==> src/rtl/core/alm_pkg.sv <==
`timescale 1ns / 1ps
// Shared types and constants for the audio level meter bargraph core.
// No dependencies.
package alm_pkg;

  localparam int unsigned SAMPLE_W  = 16;
  localparam int unsigned SUM_W     = 17;
  localparam int unsigned COEF_W    = 32;
  localparam int unsigned Y_W       = 48;
  localparam int unsigned LEVEL_W   = 16;
  localparam int unsigned LED_W     = 10;
  localparam int unsigned CHAN_W    = 2;
  localparam int unsigned CFG_IDX_W = 3;
  localparam int unsigned CFG_DAT_W = 32;
  localparam int unsigned IN_TDATA_W  = 32;
  localparam int unsigned OUT_TDATA_W = 48;

  localparam int unsigned NUM_SEGMENTS    = 10;
  localparam int unsigned PEAK_DECAY_LOG2 = 5;

  localparam logic [COEF_W-1:0]  B0_RST = 32'sd1073201088;
  localparam logic [COEF_W-1:0]  B1_RST = -32'sd2146402175;
  localparam logic [COEF_W-1:0]  A1_RST = -32'sd2146401895;
  localparam logic [COEF_W-1:0]  A2_RST = 32'sd1072660619;
  localparam logic [LEVEL_W-1:0] LOCAL_DECAY_RST = 16'd64881;
  localparam logic [LEVEL_W-1:0] PEAK_DECAY_RST  = 16'd65470;
  localparam logic [CHAN_W-1:0]  CHAN_RST        = 2'd2;
  localparam logic [CHAN_W-1:0]  CHAN_ONE        = 2'd1;

  typedef enum logic [CFG_IDX_W-1:0] {
    CFG_B0          = 3'd0,
    CFG_B1          = 3'd1,
    CFG_A1          = 3'd2,
    CFG_A2          = 3'd3,
    CFG_LOCAL_DECAY = 3'd4,
    CFG_PEAK_DECAY  = 3'd5,
    CFG_CHAN_COUNT  = 3'd6
  } cfg_idx_e;

  typedef struct packed {
    logic [COEF_W-1:0] b0;
    logic [COEF_W-1:0] b1;
    logic [COEF_W-1:0] a1;
    logic [COEF_W-1:0] a2;
  } alm_coef_t;

  // floor(32768 * 10^(-d/20)), 1 dB steps
  localparam int unsigned SEG_THR_N = 17;
  localparam logic [LEVEL_W-1:0] SEG_THR [SEG_THR_N] = '{
    16'd32768, 16'd29204, 16'd26028, 16'd23197, 16'd20675, 16'd18426,
    16'd16422, 16'd14636, 16'd13045, 16'd11626, 16'd10362, 16'd9235,
    16'd8230,  16'd7335,  16'd6538,  16'd5827,  16'd5193
  };

endpackage

==> src/rtl/core/alm_level.sv <==
`timescale 1ns / 1ps
// Fast local level and slow peak level with periodic decay.
// Depends on alm_pkg.
module alm_level #(
  parameter int unsigned PeakDecayLog2 = alm_pkg::PEAK_DECAY_LOG2
) (
  input  logic                        clk_i,
  input  logic                        rst_ni,
  input  logic                        en_i,
  input  logic                        two_i,
  input  logic [alm_pkg::Y_W-1:0]     y_i,
  input  logic [alm_pkg::LEVEL_W-1:0] local_decay_i,
  input  logic [alm_pkg::LEVEL_W-1:0] peak_decay_i,
  output logic [alm_pkg::LEVEL_W-1:0] fast_o,
  output logic [alm_pkg::LEVEL_W-1:0] peak_o
);
  import alm_pkg::*;

  localparam int unsigned CntW = (PeakDecayLog2 > 0) ? PeakDecayLog2 : 1;

  logic [Y_W-1:0]       mag;
  logic [Y_W-13:0]      lvl_wide;
  logic [LEVEL_W-1:0]   lvl;
  logic [2*LEVEL_W-1:0] fast_prod, peak_prod;
  logic [LEVEL_W-1:0]   fast_q, fast_d, peak_q, peak_d;
  logic [CntW-1:0]      cnt_q, cnt_d;

  assign mag      = y_i[Y_W-1] ? (~y_i + 1'b1) : y_i;
  assign lvl_wide = two_i ? {1'b0, mag[Y_W-1:13]} : mag[Y_W-1:12];
  assign lvl      = (|lvl_wide[Y_W-13:LEVEL_W]) ? {LEVEL_W{1'b1}} : lvl_wide[LEVEL_W-1:0];

  assign fast_prod = fast_q * local_decay_i;
  assign peak_prod = peak_q * peak_decay_i;

  always_comb begin
    fast_d = (lvl > fast_q) ? lvl : fast_prod[2*LEVEL_W-1:LEVEL_W];
    if (lvl > peak_q) begin
      peak_d = lvl;
    end else if (cnt_q == '0) begin
      peak_d = peak_prod[2*LEVEL_W-1:LEVEL_W];
    end else begin
      peak_d = peak_q;
    end
    cnt_d = (PeakDecayLog2 == 0) ? '0 : cnt_q + CntW'(1);
  end

  always_ff @(posedge clk_i or negedge rst_ni) begin
    if (!rst_ni) begin
      fast_q <= '0;
      peak_q <= '0;
      cnt_q  <= '0;
    end else if (en_i) begin
      fast_q <= fast_d;
      peak_q <= peak_d;
      cnt_q  <= cnt_d;
    end
  end

  assign fast_o = fast_q;
  assign peak_o = peak_q;

endmodule

==> config.mk <==
export PLATFORM = sky130hd
export DESIGN_NAME = alm_level
export DESIGN_NICKNAME = d
export VERILOG_FILES = /design/src/rtl/core/alm_pkg.sv /design/src/rtl/core/alm_level.sv
export SDC_FILE = /design/constraint.sdc
export NUM_CORES = 1
export LEC_CHECK = 0
export BUFFER_PORTS_ARGS = -buffer_cell sky130_fd_sc_hd__clkbuf_2
export CAP_MARGIN = 20
export CORE_ASPECT_RATIO = 0.75
export CORE_MARGIN = 4
export CORE_UTILIZATION = 45
export CTS_BUF_LIST = sky130_fd_sc_hd__clkbuf_4
export CTS_CLUSTER_SIZE = 24
export DETAILED_ROUTE_END_ITERATION = 7
export SYNTH_ARGS = -nofsm -noshare
export SYNTH_HDL_FRONTEND = slang
export SYNTH_SLANG_ARGS = --single-unit
==> constraint.sdc <==
create_clock -name clk_i -period 13.4 [get_ports clk_i]
set_input_delay 2.68 -clock clk_i [delete_from_list [all_inputs] [get_ports clk_i]]
set_output_delay 2.68 -clock clk_i [all_outputs]
set_load 0.005 [all_outputs]
; ---- Word-level counts from Yosys, hierarchy flattened
; Index checks and enable logic that the tools add are counted.
[totals]
ff_bits = 37
input_bits = 84
wordCells = 20
out_inout_bits = 32
[classes]
magnitude_cmp = 2
n_reduce_logical = 4
n_addsub = 2
mux = 6
n_bitwise = 1
multipliers = 2
[ops]
columns = operator, n
row1 = 16-bit by 16-bit multiplier with 32-bit output, 2
row2 = 16-bit 2-to-1 mux, 4
row3 = "48-bit by 1-bit adder with 48-bit output, second input constant", 1
row4 = 48-bit 2-to-1 mux, 1
row5 = 48-bit NOT, 1
row6 = 36-bit 2-to-1 mux, 1
row7 = 16-bit greater-than comparator, 2
row8 = 20-bit OR reduction, 1
row9 = "5-bit by 1-bit adder with 5-bit output, second input constant", 1
row10 = 5-bit zero test, 1
row11 = 2-bit AND reduction, 1
row12 = 2-bit nonzero test, 1

; ---- Depth between registers and ports, before layout
; Gate-level depths: netlist (run 1).
[logic_depth]
ltp_word = 9
depth_mapped = 24
ltp_nobuf = 23

; ---- Worst setup path after synthesis (run 1)
; No wires, ideal clock.
[synth_path]
kind = input -> register
from = input local_decay_i[12] (netlist name)
to = register fast_q[8] (netlist: fast_o[8])
setup_slack_ps = 4941
n_path_buf = 1
arrival_time_ps = 8335
cell_stages = 21
cell_sequence = clkbuf_1 > nand2_1 > fa_1 > inv_1 > fa_1 > fa_1 > fa_1 > fa_1 > inv_1 > fa_1 > inv_1 > ha_1 > a2111oi_0 > o21ai_0 > o211ai_1 > o211ai_1 > o41ai_1 > o21ba_2 > xnor2_1 > nor2_1 > a211o_1
[synth_via]
elab_chain_cells = 2
[synth_lines]
columns = element, line
row1 = "start, declared", alm_level.sv:12  ; input logic [alm_pkg::LEVEL_W-1:0] local_decay_i,
row2 = 16-bit by 16-bit multiplier with 32-bit output, alm_level.sv:32  ; assign fast_prod = fast_q * local_decay_i;
row3 = 16-bit 2-to-1 mux, alm_level.sv:36  ; fast_d = (lvl > fast_q) ? lvl : fast_prod[2*LEVEL_W-1:LEVEL_W];
row4 = "end signal, assigned", alm_level.sv:53  ; fast_q <= fast_d;
row5 = "end, declared", alm_level.sv:25  ; logic [LEVEL_W-1:0] fast_q, fast_d, peak_q, peak_d;
; No other way between the ends.
; A chain may end at the register's enable or synchronous reset.

; ---- Final worst setup path (run 1)
[layout_path]
from = input local_decay_i[15] (netlist name)
to = register fast_q[8] (netlist: fast_o[8])
; Same word-level chain as after synthesis.

==> results of run 1 <==
flip-flops by register name (all words and copies together), names as in the netlist:
| register | cells |
|---|---|
| cnt_q | 5 |
| fast_o | 16 |
| peak_o | 16 |
cell usage in the layout, fill, tap and decap left out, drive strengths merged, types with 9 or more instances in the layout:
master	instances
a21o	18
dfrtp	37
nor3	18
o21ai	57
nand4	22
nor2	63
or3	11
inv	503
buf	20
xnor2	27
mux2i	10
fa	386
nor2b	9
a31oi	12
a211oi	13
o211ai	10
clkbuf	122
ha	236
nand3	26
a21oi	58
nand2	354
and2	232
nor4	18
xor2	10
through the flow:
stage	setup WS (ps)	hold WS (ps)	utilization, %	std cells	area [um2]
final	4782	484.4	48.34	2976	21080
after global routing	4320	491.6	48.34	2976	21080
after CTS	4816	485.5	48.28	2974	21050
after detailed placement	4451	469.9	48.16	2967	21000
after global placement	4487	464.6	48.16	2967	21000
after floorplan	4941	446.6	-	2353	19940
layout make-up:
class                      instances  area, um2  share of cell area [%]
clock buffer                       6      45.04                  0.2137
clock inverter                     1      3.754                 0.01781
inverter                         505       1896                   8.994
multi-input combinational       1713      16740                   79.41
sequential                        37      925.9                   4.393
tap                              578      723.2                   3.431
timing repair buffer             136      745.7                   3.538
critical path: cells and delay by family:
| kind | cells | cell delay (ps) |
|---|---|---|
| buffers and inverters | 3 | 320 |
| adders and majority gates | 7 | 3470 |
| AOI/OAI and AO/OA | 7 | 1940 |
| xor gates and xnor gates | 1 | 110 |
| and+or+nand+nor | 2 | 300 |
metal layers:
layer  global-route usage [%]  vias up  share of wire [%]
li1                         -     7403                  -
met1                    34.22     8024                 49
met2                    35.43      453                 45
met3                    2.127       39                5.6
met4                    2.218        4               0.97
met5                        0        -              0.053
cells by family (layout without fill, tap and decap cells):
| logic type | after synthesis | in the layout |
|---|---|---|
| mux | 12 | 12 |
| buf+inv | 603 | 648 |
| flops | 37 | 37 |
| compound gates | 255 | 255 |
| simple gates | 787 | 787 |
| xor+xnor | 37 | 37 |
| fa+ha+maj | 622 | 622 |
worst min path at each step:
stage | to | slack, ps | start
floorplan | cnt_q[4] | 450 | cnt_q[4]
global placement | cnt_q[4] | 460 | cnt_q[4]
detailed placement | cnt_q[4] | 470 | cnt_q[4]
CTS | cnt_q[4] | 490 | cnt_q[4]
global route | cnt_q[4] | 490 | cnt_q[4]
finish | cnt_q[4] | 480 | cnt_q[4]
==> run metrics, run 1 <==
status finished, final reports clean; Layout fillers approximately 4300; post-route minimum period 8618 ps; Post-Syn Instances 2353; initial antenna violation count 2; largest family of logic cells by synthesized area adder cells; CP endpoint fast_o[8]; post-CTS setup repair buffer count 0; CTS buffer count 5; total global-route track usage 22.22%; Synth top area share about two fifths; DR iter-0 viols 914; Synth Area in XOR/XNOR 1.625%; vias in the first global route 16960; FF-to-FF path depth 20; FP Rows 66; Critical Path Start local_decay_i[15]; RSZ-0062 raised after global routing no; Via Count 15920; root buffer cell clkbuf_4; sequential fraction of the synthesis area 4.644%; Yosys reg bits 37; Hold WC Path Type register to register; Worst Path Arrival 8850 ps; CTS Buffer Depth 2; crit-path most repeated cell fa_1; Clock Skew 12.78 ps; synthesis-to-finish area growth 5.718%; largest net degree at the start of global routing a little over 40; clk slew on worst S/H paths about 120 ps; first-pass GRT wire length 87330 um; Post-route DRC 0; Final HPWL DP 41670 um; Final Hold Viols 0; Worst setup SP type input pin; WS Path Type input pin to register; largest cells by area after synthesis fa_1 (39%), ha_1 (15%), inv_1 (9.5%); CP max stage cell o41ai_1; CP endpoint kind register; # port buffers about 120; fmax around 120 MHz; WL/cell 17.23 um; post-route ant nets 0; ant diodes 0; delay of the slowest cell on the worst path 580 ps; Syn Area/Cell 8.473 um2; WHS Path Cells 1; die area 0.04777 mm2; Synth Area in Compound Gates 8.604%; Max-Cap Viols 0; largest area contributor in the netlist fa_1; RR Startpoint fast_o[8]; Syn Nets 3059; crit path cell chain clkbuf_2 > and2_1 > fa_1 > fa_1 > fa_1 > fa_1 > fa_1 > inv_1 > fa_1 > inv_1 > ha_1 > a2111oi_0 > o21ai_0 > o211ai_1 > o211ai_1 > o41ai_1 > o21ba_2 > xnor2_1 > nor2_1 > a211o_1; ys async rst share 100.0%; Die Y roughly 190 um; relative slew slack between 30% and 40%; Sink Count 37; Die X 251.0 um; CTS tree built; io pins 116; CP Max Fanout 16; synthesized cell area between 0.015 and 0.02 mm2; most frequent cells after synthesis inv_1 (503), fa_1 (386), nand2_1 (354), ha_1 (236), and2_1 (232); multiplexer share of the synthesized area 0.6150%; htree depth 2; Synth Area in Adders about 54%; Final Cycle Share 64.31%; YS warnings 0; nets@finish 3104; r2r setup slk 6490 ps; count leader, synth inv_1; Setup Viol. Count Final 0; Routed WL 51280 um; Worst-Skew Late Latency 340 ps; Post-Synth Simple-Gate Area between 10% and 20%; EDFF count, synth 0; vias per inst between 5 and 6; Worst R2R End fast_o[8]; PostCTS Resize Cnt 0; effective utilization at floorplan 45.72%; max-slew violation count 0; gpl congestion 0.8894; setup TNS 0 ps; Netlist cell types 79; ys flop type dfrtp_1; hold buffer count at CTS 0; GRT overflow 0; share of cells above drive strength 1 6.756%; Worst Max-Slew Pin Slew 1011 ps; drt pass-1 iters 6; core area 0.04360 mm2; CP required ~14000 ps
Power of run 1 is left out: the tool's default activity adds up to more than one toggle a clock period on the data nets, which glitch-free logic cannot reach.
==> run 2: changes to the inputs <==
clock period = 8 ns   (was 13.4 ns; I/O delays follow)
==> run 2 against run 1 <==
  * Via count fell by 0.31%
  * Final cell count rose by 0.57%
  * Sequential cell count did not move
  * First-iteration DRC count fell by 1.2%
  * Largest cell class unchanged
==> run metrics, run 2 (synthesized netlist as in run 1, its figures left out) <==
max-slew violation count 0 (unchanged); Multi-input gate area 0.01674 mm2 (unchanged); # port buffers 115 (unchanged); fmax roughly 130 MHz; CP Max Fanout 16 (unchanged); clk slew on worst S/H paths 120 ps (about the same); CTS buffer count 5 (unchanged); io pins 116 (unchanged); CTS Buffer Depth 2 (unchanged); first-pass GRT wire length 87700 um (+0.42%); Hold WC Path Type register to register; post-route minimum period 7445 ps; nets@finish 3119 (+0.48%); WS Path Type input pin to register; PostCTS Resize Cnt 0 (unchanged); CTS tree built; Final Cycle Share 93.06%; Post-route DRC 0 (unchanged); min-delay src cnt_q[4]; FP Rows 66 (unchanged); total global-route track usage 22.36% (+0.14 points); Layout fillers 4289 (+0.78%); WHS Path Cells 1 (unchanged); status finished, final reports clean; placed inst area 0.02112 mm2 (+0.57%); share of cells above drive strength 1 7.332% (+0.58 points); DR iter-0 viols 903 (-1.2%); Via Count 15870 (-0.31%); RR Startpoint fast_o[6]; Setup Viol. Count Final 0 (unchanged); Worst R2R End fast_o[15]; vias per inst 5.303 (-0.88%); post-CTS setup repair buffer count 0 (unchanged); htree depth 2 (unchanged); setup TNS 0 ps (unchanged); root buffer cell clkbuf_4; Die Y 190.3 um (unchanged); core area 0.04360 mm2 (unchanged); WL/cell 17.24 um (about the same); RSZ-0062 raised after global routing no; Final Hold Viols 0 (unchanged); register area 925.9 um2 (unchanged); die area 0.04777 mm2 (unchanged); FF-to-FF path depth 20 (unchanged); effective utilization at floorplan 45.72% (unchanged); largest net degree at the start of global routing 40 (-2.4%); gpl congestion 0.9083 (+2.1%); initial antenna violation count 2 (unchanged); commonest non-fill, non-tap cells in the layout inv_1 (503), fa_1 (386), nand2_1 (354); Final HPWL DP 42380 um (+1.7%); GRT overflow 0 (unchanged); Final Cell Area 0.02120 mm2 (+0.59%); Max-Cap Viols 0 (unchanged); vias in the first global route 16970 (+0.059%); post-route ant nets 0 (unchanged); Hold EP cnt_q[4]; Sink Count 37 (unchanged); Routed WL 51600 um (+0.63%); Die X 251.0 um (unchanged); most common cell after layout, fill and taps aside inv_1; CP endpoint kind register; synthesis-to-finish area growth 6.338%; CP required 8210 ps (-5420 ps); Worst Max-Slew Pin Slew 1000 ps (-11.49 ps); Worst setup SP type input pin; hold buffer count at CTS 0 (unchanged); drt pass-1 iters 5 (-1); Clock Skew 10.74 ps (-2.038 ps); r2r setup slk 1080 ps (-5410 ps); Worst Path Arrival 7650 ps (-1200 ps); Worst-Skew Late Latency 350 ps (about the same); relative slew slack 33.33% (+0.77 points)
==> run 2: cell types whose count changed in the layout (fill, tap and decap cells not counted), sizes merged <==
cell | before | now
buf | 20 | 36
clkbuf | 122 | 120
clkinv | 3 | 5
diode | 0 | 1
==> run 2: through the flow <==
stage | setup WS (ps) | instances | hold WS (ps) | utilization [%]
after floorplan | 621.3 | 2353 | 446.6 | -
after global placement | 401.4 | 2983 | 468.0 | 48.44
after detailed placement | 236.0 | 2983 | 474.2 | 48.44
after CTS | 596.4 | 2991 | 493.1 | 48.55
after global routing | 223.2 | 2992 | 510.9 | 48.62
final | 555.3 | 2993 | 493.8 | 48.62
==> run 2: how the worst max path moves through the flow <==
stage                       from          to  cells after the start
6_report        local_decay_i[6]  fast_o[15]                     22
4_1_cts         local_decay_i[6]  fast_o[15]                     22
5_1_grt        local_decay_i[12]  fast_o[15]                     21
2_1_floorplan  local_decay_i[12]   fast_o[8]                     21
3_3_place_gp    local_decay_i[6]   fast_o[8]                     23
3_5_place_dp    local_decay_i[6]  fast_o[15]                     22
==> run 2: layout make-up <==
cell class	count	share of cell area (%)
multi-input cells	1713	78.95
flip-flops and latches	37	4.367
clock buffers	5	0.1771
inverters	505	8.941
repair buffers	151	4.084
well taps	578	3.411
diodes	1	0.01180
clock inverters	3	0.05902
==> run 2: worst max-delay path, cell delays in order <==
cell,delay [ps]
clkbuf_2,220
and2_1,250
fa_1,530
inv_1,60
fa_1,500
fa_1,520
inv_1,50
fa_1,470
fa_1,550
inv_1,50
fa_1,530
inv_1,40
ha_1,340
a2111oi_0,350
o21ai_0,180
o211ai_1,160
o2111ai_1,260
a21oi_1,300
o21ai_0,180
a21oi_1,220
xnor2_1,150
o221ai_1,140
==> run 2: layer usage <==
layer  GRT usage [%]  up-vias  part of all wire (%)
met2           35.13      415                    44
met1           34.14     7962                    49
met4           3.156        2                   1.2
met3           2.713       41                   5.7
met5               0        -                 0.025
li1                -     7453                     -
Power of run 2 is left out for the same reason.
