[src/rtl/core/alm_pkg.sv]
`timescale 1ns / 1ps
// Shared types and constants for the audio level meter bargraph core.
// No dependencies.
package alm_pkg;

  localparam int unsigned SAMPLE_W  = 16;
  localparam int unsigned SUM_W     = 17;
  localparam int unsigned COEF_W    = 32;
  localparam int unsigned Y_W       = 48;
  localparam int unsigned LEVEL_W   = 16;
  localparam int unsigned LED_W     = 10;
  localparam int unsigned CHAN_W    = 2;
  localparam int unsigned CFG_IDX_W = 3;
  localparam int unsigned CFG_DAT_W = 32;
  localparam int unsigned IN_TDATA_W  = 32;
  localparam int unsigned OUT_TDATA_W = 48;

  localparam int unsigned NUM_SEGMENTS    = 10;
  localparam int unsigned PEAK_DECAY_LOG2 = 5;

  localparam logic [COEF_W-1:0]  B0_RST = 32'sd1073201088;
  localparam logic [COEF_W-1:0]  B1_RST = -32'sd2146402175;
  localparam logic [COEF_W-1:0]  A1_RST = -32'sd2146401895;
  localparam logic [COEF_W-1:0]  A2_RST = 32'sd1072660619;
  localparam logic [LEVEL_W-1:0] LOCAL_DECAY_RST = 16'd64881;
  localparam logic [LEVEL_W-1:0] PEAK_DECAY_RST  = 16'd65470;
  localparam logic [CHAN_W-1:0]  CHAN_RST        = 2'd2;
  localparam logic [CHAN_W-1:0]  CHAN_ONE        = 2'd1;

  typedef enum logic [CFG_IDX_W-1:0] {
    CFG_B0          = 3'd0,
    CFG_B1          = 3'd1,
    CFG_A1          = 3'd2,
    CFG_A2          = 3'd3,
    CFG_LOCAL_DECAY = 3'd4,
    CFG_PEAK_DECAY  = 3'd5,
    CFG_CHAN_COUNT  = 3'd6
  } cfg_idx_e;

  typedef struct packed {
    logic [COEF_W-1:0] b0;
    logic [COEF_W-1:0] b1;
    logic [COEF_W-1:0] a1;
    logic [COEF_W-1:0] a2;
  } alm_coef_t;

  // floor(32768 * 10^(-d/20)), 1 dB steps
  localparam int unsigned SEG_THR_N = 17;
  localparam logic [LEVEL_W-1:0] SEG_THR [SEG_THR_N] = '{
    16'd32768, 16'd29204, 16'd26028, 16'd23197, 16'd20675, 16'd18426,
    16'd16422, 16'd14636, 16'd13045, 16'd11626, 16'd10362, 16'd9235,
    16'd8230,  16'd7335,  16'd6538,  16'd5827,  16'd5193
  };

endpackage

[src/rtl/core/alm_bargraph.sv]
`timescale 1ns / 1ps
// Bargraph decode against 1 dB thresholds and the result register.
// Depends on alm_pkg.
module alm_bargraph (
  input  logic                        clk_i,
  input  logic                        en_i,
  input  logic [alm_pkg::LEVEL_W-1:0] fast_i,
  input  logic [alm_pkg::LEVEL_W-1:0] peak_i,
  output logic [alm_pkg::LED_W-1:0]   led_o,
  output logic [alm_pkg::LEVEL_W-1:0] fast_o,
  output logic [alm_pkg::LEVEL_W-1:0] peak_o
);
  import alm_pkg::*;

  logic [LED_W-1:0]   led_d, led_q;
  logic [LEVEL_W-1:0] fast_q, peak_q;

  for (genvar g = 0; g < LED_W; g++) begin : g_seg
    if (g < NUM_SEGMENTS) begin : g_on
      localparam int unsigned LoIdx = NUM_SEGMENTS - g;
      localparam int unsigned HiIdx = NUM_SEGMENTS - g - 1;
      assign led_d[g] = (fast_i > SEG_THR[LoIdx])
                      || ((peak_i > SEG_THR[LoIdx]) && (peak_i <= SEG_THR[HiIdx]));
    end else begin : g_off
      assign led_d[g] = 1'b0;
    end
  end

  always_ff @(posedge clk_i) begin
    if (en_i) begin
      led_q  <= led_d;
      fast_q <= fast_i;
      peak_q <= peak_i;
    end
  end

  assign led_o  = led_q;
  assign fast_o = fast_q;
  assign peak_o = peak_q;

endmodule

[config.mk]
export PLATFORM = sky130hd
export DESIGN_NAME = alm_bargraph
export DESIGN_NICKNAME = d
export VERILOG_FILES = /design/src/rtl/core/alm_pkg.sv /design/src/rtl/core/alm_bargraph.sv
export SDC_FILE = /design/constraint.sdc
export NUM_CORES = 1
export LEC_CHECK = 0
export BUFFER_PORTS_ARGS = -buffer_cell sky130_fd_sc_hd__buf_2
export CAP_MARGIN = 10
export CORE_ASPECT_RATIO = 0.7
export CORE_MARGIN = 5
export CORE_UTILIZATION = 45
export DETAILED_ROUTE_END_ITERATION = 10
export PLACE_DENSITY = 0.76
export SETUP_SLACK_MARGIN = 0.05
export SLEW_MARGIN = 20
export SYNTH_ARGS = -nofsm -noshare
export SYNTH_HDL_FRONTEND = slang
export SYNTH_SLANG_ARGS = --single-unit
[constraint.sdc]
create_clock -name clk_i -period 1.9 [get_ports clk_i]
set_clock_uncertainty 0.1 [all_clocks]
set_input_delay 0.38 -clock clk_i [delete_from_list [all_inputs] [get_ports clk_i]]
set_output_delay 0.38 -clock clk_i [all_outputs]
set_load 0.01 [all_outputs]
# Yosys cells after proc, flatten, opt, wreduce, memory -nomap -nowiden
# Index checks and enable logic that the tools add are counted.
# totals
wordCells,53
out_inout_bits,42
register_bits,42
inputBits,34
# op_classes
n_lt_le_gt_ge,30
n_reduce_logical,20
# ops
op,n
$gt 16x15->1 const B,12
$gt 16x14->1 const B,8
$le 16x15->1 const B,6
$le 16x14->1 const B,3
$le 16x16->1 const B,1
$logic_and 1x1->1,10
$logic_or 1x1->1,10

# Longest topological paths before layout
# Gate-level depths: netlist of run 1.
# depth
depth_word,3
ltp_mapped,6
depth_no_buf,5

# Worst setup path before layout of run 1
# Ideal clock, no wire load.
# synth_timing
path_type,input-to-reg
from,input fast_i[4] (netlist bit)
to,"register led_q[8], in the netlist led_o[8], data pin"
n_path_buf,1
t_arrival_ns,1.528
required_ns,1.541
cell_stages,6
slack_ns,0.013
setup_ns,0.259
path_cell_list,buf_4 > nor4b_2 > nand4_1 > or4_1 > a31oi_1 > o2bb2ai_1
# synth_between
elab_chain_cells,2
# synth_lines
item,line_no,text
"start, declared",alm_bargraph.sv:7,"input logic [alm_pkg::LEVEL_W-1:0] fast_i,"
$gt 16x15->1,alm_bargraph.sv:22,assign led_d[g] = (fast_i > SEG_THR[LoIdx])
$logic_or 1x1->1,alm_bargraph.sv:23,|| ((peak_i > SEG_THR[LoIdx]) && (peak_i <= SEG_THR[HiIdx]));
net led_d[8],alm_bargraph.sv:15,"logic [LED_W-1:0] led_d, led_q;"
"end signal, assigned",alm_bargraph.sv:31,led_q <= led_d;
"end, declared",alm_bargraph.sv:15,
# The timed path passes the listed nets, and every way through them passes these cells.
# A chain may end at the register's enable or synchronous reset.

# Worst setup path in the final report of run 1
# layout_timing
from,input fast_i[0] (netlist bit)
to,"register led_q[8], in the netlist led_o[8], data pin"
# The elaborated chain is that of the path after synthesis.

==> flow_summary_export.csv, run 1 <==
group,metric,value,unit
status,run_status,"finished clean",
clocking,clkSinkCount,42,
clocking,cts-buffers-inserted,5,
place,port-buffer-count,75,
grt,grt_pass1_vias,2281,
layout,final_core_util,0.646,
die,io_pins,76,
synthesis,yosysSeqAreaShare,0.518,
grt,antenna_found_initial,0,
grt,met1_usage,0.332,
pwr,power_per_cell_area,686,mW/mm^2
synthesis,synth-async-reset-ratio,0,
grt,grt_remaining_overflow,0,
clocking,cts_setup_buffers,0,
detailed_routing,ant_nets,0,
layout,fin_area,0.00340,sq mm
pwr,vdd_drop_max,0.000440,V
sta,fmax,0.588,GHz
synthesis,syn_avg_cell_area,10.0,sq um
sta,setup_violations,0,
critical_path,worstPathRequired,1.85,ns
critical_path,worstPathMaxFanout,4,
critical_path,cp_slowest_cell,"or4_1",
clocking,cts_tree,"done",
detailed_routing,drt_wl_total,7540,microns
synthesis,synth_cells,243,
place,gp_congestion,0.967,
layout,diodes,0,
grt,met2_usage,0.290,
synthesis,ys_types,54,
detailed_routing,drc,0,
critical_path,criticalPathCategory,"input pin to flip-flop",
place,hpwl,5730,microns
die,core_area,0.00526,sq mm
die,initial_core_util,0.463,
layout,drive_gt1_frac,0.414,
critical_path,crit_family,"simple AND/OR/NAND/NOR gates",
sta,period_needed,1.70,ns
job,cap_violations,0,
die,die_h,71.6,microns
layout,fin_nets,395,
detailed_routing,num_vias,2573,
sta,fin_tns_setup,0,ns
synthesis,synth_nets,277,
worst_hold_path,hold_class,"input pin to flip-flop",
die,dieArea,0.00701,sq mm
sta,rsz0062_at_grt,"false",
sta,tightest_slew,0.464,ns
grt,grt_pass1_wl,11800,microns
critical_path,crit_arrival,1.65,ns
critical_path,slowest_delay,0.48,ns
critical_path,cp_cell_sequence,"buf_2, nor3b_2, nand4_1, or4_1, a31oi_1, o2bb2ai_1",
synthesis,ys_seq_elements,42,
sta,slew_headroom,0.682,
grt,grt_usage,0.209,
detailed_routing,dr.pass1.iters,6,
sta,fin_crit_sh,0.896,
clocking,root_buffer,"clkbuf_8",
sta,hold_viol,0,
pwr,leakagePower,1.36,nW
synthesis,synth-main-ff-cell,"edfxtp_1",
place,placed_area,0.00328,sq mm
layout,area_delta_synth_final,39.4,%
pwr,p_total,2.33,mW
sta,finalMaxSlewViolations,0,
critical_path,cp-start-kind,"input pin",
critical_path,cp.buffers_inverters,1,
die,num_rows,22,
grt,use_met3,0.0574,
clocking,clockBufferDepth,2,
grt,grt-busiest-layer,"met1",
grt,grt_max_degree,43,
clocking,htreeDepth,2,
synthesis,synth_edf_count,42,
detailed_routing,wire_per_inst,17.4,microns
critical_path,end_kind,"flip-flop",
detailed_routing,drtIter0Drc,411,
synthesis,syn_area,0.00244,sq mm
clocking,clkSlewWorstSetupHoldPaths,0.09,ns
die,chipWidth,97.9,microns
detailed_routing,vias_per_cell,5.93,
synthesis,yosysWarnings,0,
sta,hold-worst-slack,0.191,ns
-- power by group --
| part | switching, mW | total, mW | leakage [nW] | internal (mW) |
|---|---|---|---|---|
| registers | 0.0174 | 1.12 | 0.413 | 1.10 |
| clock network | 0.323 | 0.715 | 0.0514 | 0.392 |
| logic | 0.280 | 0.495 | 0.895 | 0.215 |
-- state kept, by name, indices dropped and copies added, names as in the netlist --
register and count:
led_o 10, peak_o 16, fast_o 16
-- per-layer routing --
layer	wire length, microns	share of wire
met5	0	0
met4	57	0.0076
met3	932	0.12
met2	3040	0.40
met1	3520	0.47
-- final cells by class --
cell class              instances  area, sq um
inverters                       6         22.5
well taps                      72         90.1
repair buffers                134          856
fillers                       455         1860
flip-flops and latches         42         1260
clock inverters                 2         37.5
clock buffers                   6         72.6
multi-input cells             172         1060
-- layout by cell type, fill, tap and decap left out, types with 3 or more instances in the layout --
cell and count:
buf_12 3, buf_2 75, and2_1 4, or4_1 3
buf_4 56, nand4_1 7, a31oi_1 4, clkbuf_8 5
nor4_1 14, a21oi_1 14, a211oi_1 7, nand2_1 19
inv_1 6, o31ai_1 3, nand3_1 5, nor2_1 15
edfxtp_1 42, o21ai_0 20, nor3_1 8
-- Yosys cell counts (all sizes together) (3+ instances only) --
library cell | instances | area share
nor2 | 15 | 0.023
a31oi | 4 | 0.010
inv | 6 | 0.0092
or4 | 4 | 0.013
nor3 | 8 | 0.016
edfxtp | 42 | 0.52
o21ai | 22 | 0.045
clkbuf | 15 | 0.023
buf | 8 | 0.018
a21oi | 14 | 0.029
nand2 | 19 | 0.029
and2 | 4 | 0.010
nor4 | 14 | 0.036
a211oi | 7 | 0.022
nand4 | 7 | 0.018
o31ai | 3 | 0.0092
nand3 | 6 | 0.014
-- timing repair --
| action | CTS | global route |
|---|---|---|
| endpoints found under the setup margin | 0 | 1 |
| hold buffers | 0 | 0 |
| gates resized for setup | 0 | 1 |
-- logic make-up after synthesis --
kind of cell | Yosys count | synth area share
AOI/OAI and AO/OA | 76 | 0.204
buffers and inverters | 29 | 0.0508
DFF | 42 | 0.518
and+or+nand+nor | 96 | 0.228
-- through the flow --
stage          instances  setup WS (ns)
3_3_place_gp         426        -0.0820
6_report             434          0.198
2_1_floorplan        243         0.0517
4_1_cts              434          0.124
3_5_place_dp         426         -0.175
5_1_grt              434         0.0941
-- worst paths after layout --
path | from | end | slack (ns) | cells after the start
max | fast_i[0] | led_o[8] | 0.20 | 6
min | fast_i[3] | fast_o[3] | 0.19 | 1
Note: power is estimated with default switching activity, not from simulation.
==> run 2, diff against run 1 <==
Settings changed: MAX_ROUTING_LAYER from default to met4, SKIP_CTS_REPAIR_TIMING from default to 1.
==> flow_summary_export.csv, run 2 (synthesis gave the netlist of run 1 again) <==
group,metric,value,unit
grt,use_met3,0.0837,
pwr,power_per_cell_area,688,mW/mm^2
die,chipWidth,97.9,microns
critical_path,cp_slowest_cell,"o41ai_1",
layout,n_fill_cell,441,
critical_path,slowest_delay,0.36,ns
die,io_pins,76,
critical_path,worstPathMaxFanout,5,
grt,grt_usage,0.226,
layout,area_delta_synth_final,38.7,%
clocking,clkSinkCount,42,
clocking,clockBufferDepth,2,
sta,setup_violations,0,
critical_path,cp-start-kind,"input pin",
place,port-buffer-count,75,
detailed_routing,drc,0,
detailed_routing,drt_wl_total,7720,microns
critical_path,cp_cell_sequence,"buf_2, buf_4, nand3_2, buf_4, o41ai_1, o21ai_0, a31o_2",
grt,grt_pass1_wl,12100,microns
place,hpwl,6010,microns
critical_path,crit_family,"compound AO/OA/AOI/OAI gates",
critical_path,worstPathRequired,1.85,ns
sta,tightest_slew,0.402,ns
sta,slew_headroom,0.730,
pwr,leakagePower,1.35,nW
sta,period_needed,1.71,ns
sta,fmax,0.584,GHz
die,dieArea,0.00701,sq mm
layout,diodes,0,
layout,stdcell_count,432,
grt,antenna_found_initial,0,
clocking,htreeDepth,2,
die,initial_core_util,0.463,
critical_path,cp.buffers_inverters,3,
die,num_rows,22,
sta,fin_crit_sh,0.901,
layout,multi_input_area,0.00107,sq mm
pwr,p_total,2.32,mW
job,cap_violations,0,
grt,grt_remaining_overflow,0,
critical_path,end_kind,"flip-flop",
die,die_h,71.6,microns
detailed_routing,vias_per_cell,5.88,
layout,register_area,0.00126,sq mm
grt,grt_pass1_vias,2379,
sta,rsz0062_at_grt,"false",
layout,layout_commonest_cell,"buf_2",
place,gp_congestion,1.02,
grt,grt_max_degree,26,
pwr,vdd_drop_max,0.000424,V
layout,fin_nets,393,
critical_path,crit_top_cell,"buf_4",
detailed_routing,drtIter0Drc,364,
clocking,cts-buffers-inserted,5,
place,dp_cells,424,
sta,finalMaxSlewViolations,0,
sta,hold_viol,0,
layout,drive_gt1_frac,0.411,
clocking,root_buffer,"clkbuf_8",
detailed_routing,num_vias,2538,
critical_path,crit_arrival,1.67,ns
worst_hold_path,hold_class,"input pin to flip-flop",
place,placed_area,0.00325,sq mm
clocking,cts_tree,"done",
die,core_area,0.00526,sq mm
detailed_routing,wire_per_inst,17.9,microns
status,run_status,"finished clean",
grt,met1_usage,0.324,
layout,fin_area,0.00338,sq mm
clocking,clkSlewWorstSetupHoldPaths,0.08,ns
detailed_routing,ant_nets,0,
detailed_routing,dr.pass1.iters,5,
grt,met2_usage,0.291,
critical_path,criticalPathCategory,"input pin to flip-flop",
layout,layout_common_cells,"buf_2, buf_4, edfxtp_1",
grt,grt-busiest-layer,"met1",
sta,hold-worst-slack,0.226,ns
==> run 2: cell count changes in the layout (fill, tap and decap cells not counted) <==
cell / change
buf_12: -1
buf_4: -1
nor4bb_4: +1
nor4bb_2: -1
==> run 2: path summary, 6_finish.rpt <==
check,from,endpoint,slack (ns),cells past startpoint
worst min-delay path,fast_i[1],fast_o[1],0.23,1
worst max-delay path,fast_i[4],led_o[0],0.19,7
==> run 2: power by group <==
part / switching (mW) / total [mW] / internal, mW
registers: 0.0178 / 1.12 / 1.10
logic: 0.282 / 0.494 / 0.212
clock network: 0.318 / 0.710 / 0.392
==> run 2: per-layer routing <==
metal,part of all wire,up-vias
li1,-,1190
met1,0.46,1181
met2,0.40,155
met3,0.12,12
met4,0.013,0
met5,0,-
==> run 2: through the flow <==
stage	utilization	setup slack (ns)	setup TNS (ns)
2_1_floorplan	-	0.0517	0
3_3_place_gp	0.619	-0.132	-0.409
3_5_place_dp	0.619	-0.193	-0.506
4_1_cts	0.640	0.118	0
5_1_grt	0.643	0.0735	0
6_report	0.643	0.189	0
==> run 2: cell type report <==
type | instances | area share
clock buffers | 6 | 0.0215
well taps | 72 | 0.0267
clock inverters | 2 | 0.0111
multi-input cells | 172 | 0.316
flip-flops and latches | 42 | 0.373
repair buffers | 132 | 0.245
inverters | 6 | 0.00667
==> run 3, diff against run 2 <==
Settings changed: ABC_AREA from default to 1, CORE_MARGIN 5 to 2, PLACE_DENSITY 0.76 to 0.74.
==> flow_summary_export.csv, run 3 <==
group,metric,value,unit
die,chipWidth,101,microns
job,cap_violations,0,
critical_path,end_kind,"flip-flop",
die,num_rows,24,
critical_path,slowest_delay,0.33,ns
synthesis,synth-main-ff-cell,"edfxtp_1",
pwr,p_total,2.48,mW
synthesis,synth-async-reset-ratio,0,
die,io_pins,76,
detailed_routing,ant_nets,0,
clocking,htreeDepth,2,
synthesis,yosysSeqAreaShare,0.422,
critical_path,crit_top_cell,"nand2_1",
detailed_routing,dr.pass1.iters,5,
pwr,leakagePower,1.69,nW
layout,fin_nets,562,
place,hpwl,7640,microns
sta,fin_tns_setup,0,ns
synthesis,ys_types,18,
layout,drive_gt1_frac,0.221,
synthesis,synth_nets,481,
die,core_area,0.00634,sq mm
critical_path,crit_family,"simple AND/OR/NAND/NOR gates",
synthesis,synth_most_common_cell,"nand2_1",
sta,hold_viol,0,
layout,area_delta_synth_final,21.3,%
synthesis,synth_top_area_frac,0.422,
place,gp_congestion,1.05,
sta,tightest_slew,0.428,ns
detailed_routing,vias_per_cell,5.43,
layout,layout_common_cells,"nand2_1, nor2_1, buf_2",
worst_hold_path,hold_class,"input pin to flip-flop",
sta,fin_crit_sh,0.790,
synthesis,syn_avg_cell_area,6.68,sq um
grt,grt_remaining_overflow,0,
synthesis,syn_area,0.00299,sq mm
critical_path,crit_arrival,1.46,ns
detailed_routing,drc,0,
sta,setup_violations,0,
die,dieArea,0.00732,sq mm
synthesis,synth_cells,447,
critical_path,criticalPathCategory,"input pin to flip-flop",
layout,layout_commonest_cell,"nand2_1",
worst_hold_path,whs_path_depth,1,
grt,grt_usage,0.277,
sta,finalMaxSlewViolations,0,
die,die_h,72.2,microns
grt,grt_pass1_vias,2840,
grt,antenna_found_initial,0,
status,run_status,"finished clean",
sta,fmax,0.666,GHz
synthesis,synth_edf_count,42,
clocking,cts-buffers-inserted,5,
clocking,cts_tree,"done",
synthesis,yosysWarnings,0,
pwr,power_per_cell_area,686,mW/mm^2
detailed_routing,wire_per_inst,15.3,microns
clocking,clkSlewWorstSetupHoldPaths,0.09,ns
clocking,root_buffer,"clkbuf_8",
sta,period_needed,1.50,ns
synthesis,synthTopCellsByArea,"edfxtp_1, nand2_1, nor2_1",
sta,slew_headroom,0.712,
critical_path,cp.buffers_inverters,2,
place,port-buffer-count,75,
synthesis,yosysTopAreaCell,"edfxtp_1",
sta,rsz0062_at_grt,"false",
critical_path,cp_slowest_cell,"nor3_1",
clocking,clkSinkCount,42,
pwr,vdd_drop_max,0.000532,V
critical_path,cp_cell_sequence,"buf_2, inv_2, nand2_1, nor3_1, nand4_1, nand3_1, nand2_1",
critical_path,worstPathMaxFanout,5,
die,initial_core_util,0.472,
synthesis,ys_seq_elements,42,
synthesis,yosys-top-cells-count,"nand2_1, nor2_1, edfxtp_1",
grt,grt_pass1_wl,14900,microns
detailed_routing,drtIter0Drc,456,
grt,grt_max_degree,43,
layout,diodes,0,
critical_path,worstPathRequired,1.86,ns
detailed_routing,num_vias,3369,
critical_path,cp-start-kind,"input pin",
critical_path,path_depth,7,
clocking,clockBufferDepth,2,
detailed_routing,drt_wl_total,9510,microns
==> run 3: cells by family after synthesis <==
| group | after synthesis | share of synthesized area |
|---|---|---|
| and+or+nand+nor | 300 | 0.423 |
| DFF | 42 | 0.422 |
| buffers and inverters | 65 | 0.0850 |
| AOI/OAI and AO/OA | 40 | 0.0695 |
==> run 3: final cells by class <==
| class | count | area, sq um |
|---|---|---|
| multi-input cells | 340 | 1470 |
| inverters | 61 | 229 |
| repair buffers | 78 | 410 |
| clock buffers | 5 | 68.8 |
| flip-flops and latches | 42 | 1260 |
| well taps | 91 | 114 |
| fillers | 605 | 2710 |
| clock inverters | 3 | 68.8 |
==> run 3: report_power, final <==
group	total [mW]	leakage [nW]	internal [mW]	switching (mW)
registers	1.12	0.413	1.10	0.0159
clock network	0.856	0.0683	0.527	0.329
logic	0.510	1.21	0.157	0.354
==> run 3: layer usage <==
layer,part of all wire,global-route usage
met5,0,-
met4,0.015,0.0736
met3,0.14,0.0761
met2,0.34,0.301
met1,0.51,0.467
==> run 3: final timing paths <==
check	startpoint	slack (ns)	to
max	peak_i[15]	0.40	led_o[4]
min	fast_i[1]	0.19	fast_o[1]
==> run 3: metrics by stage <==
step	hold slack (ns)	setup slack (ns)	cell area, sq um	cells	utilization
after detailed placement	0.501	0.120	3490	612	0.550
after global placement	0.503	0.0864	3490	612	0.550
after floorplan	0.379	0.427	2990	447	-
after CTS	0.184	0.449	3620	620	0.572
after global routing	0.191	0.231	3620	620	0.572
final	0.193	0.399	3620	620	0.572
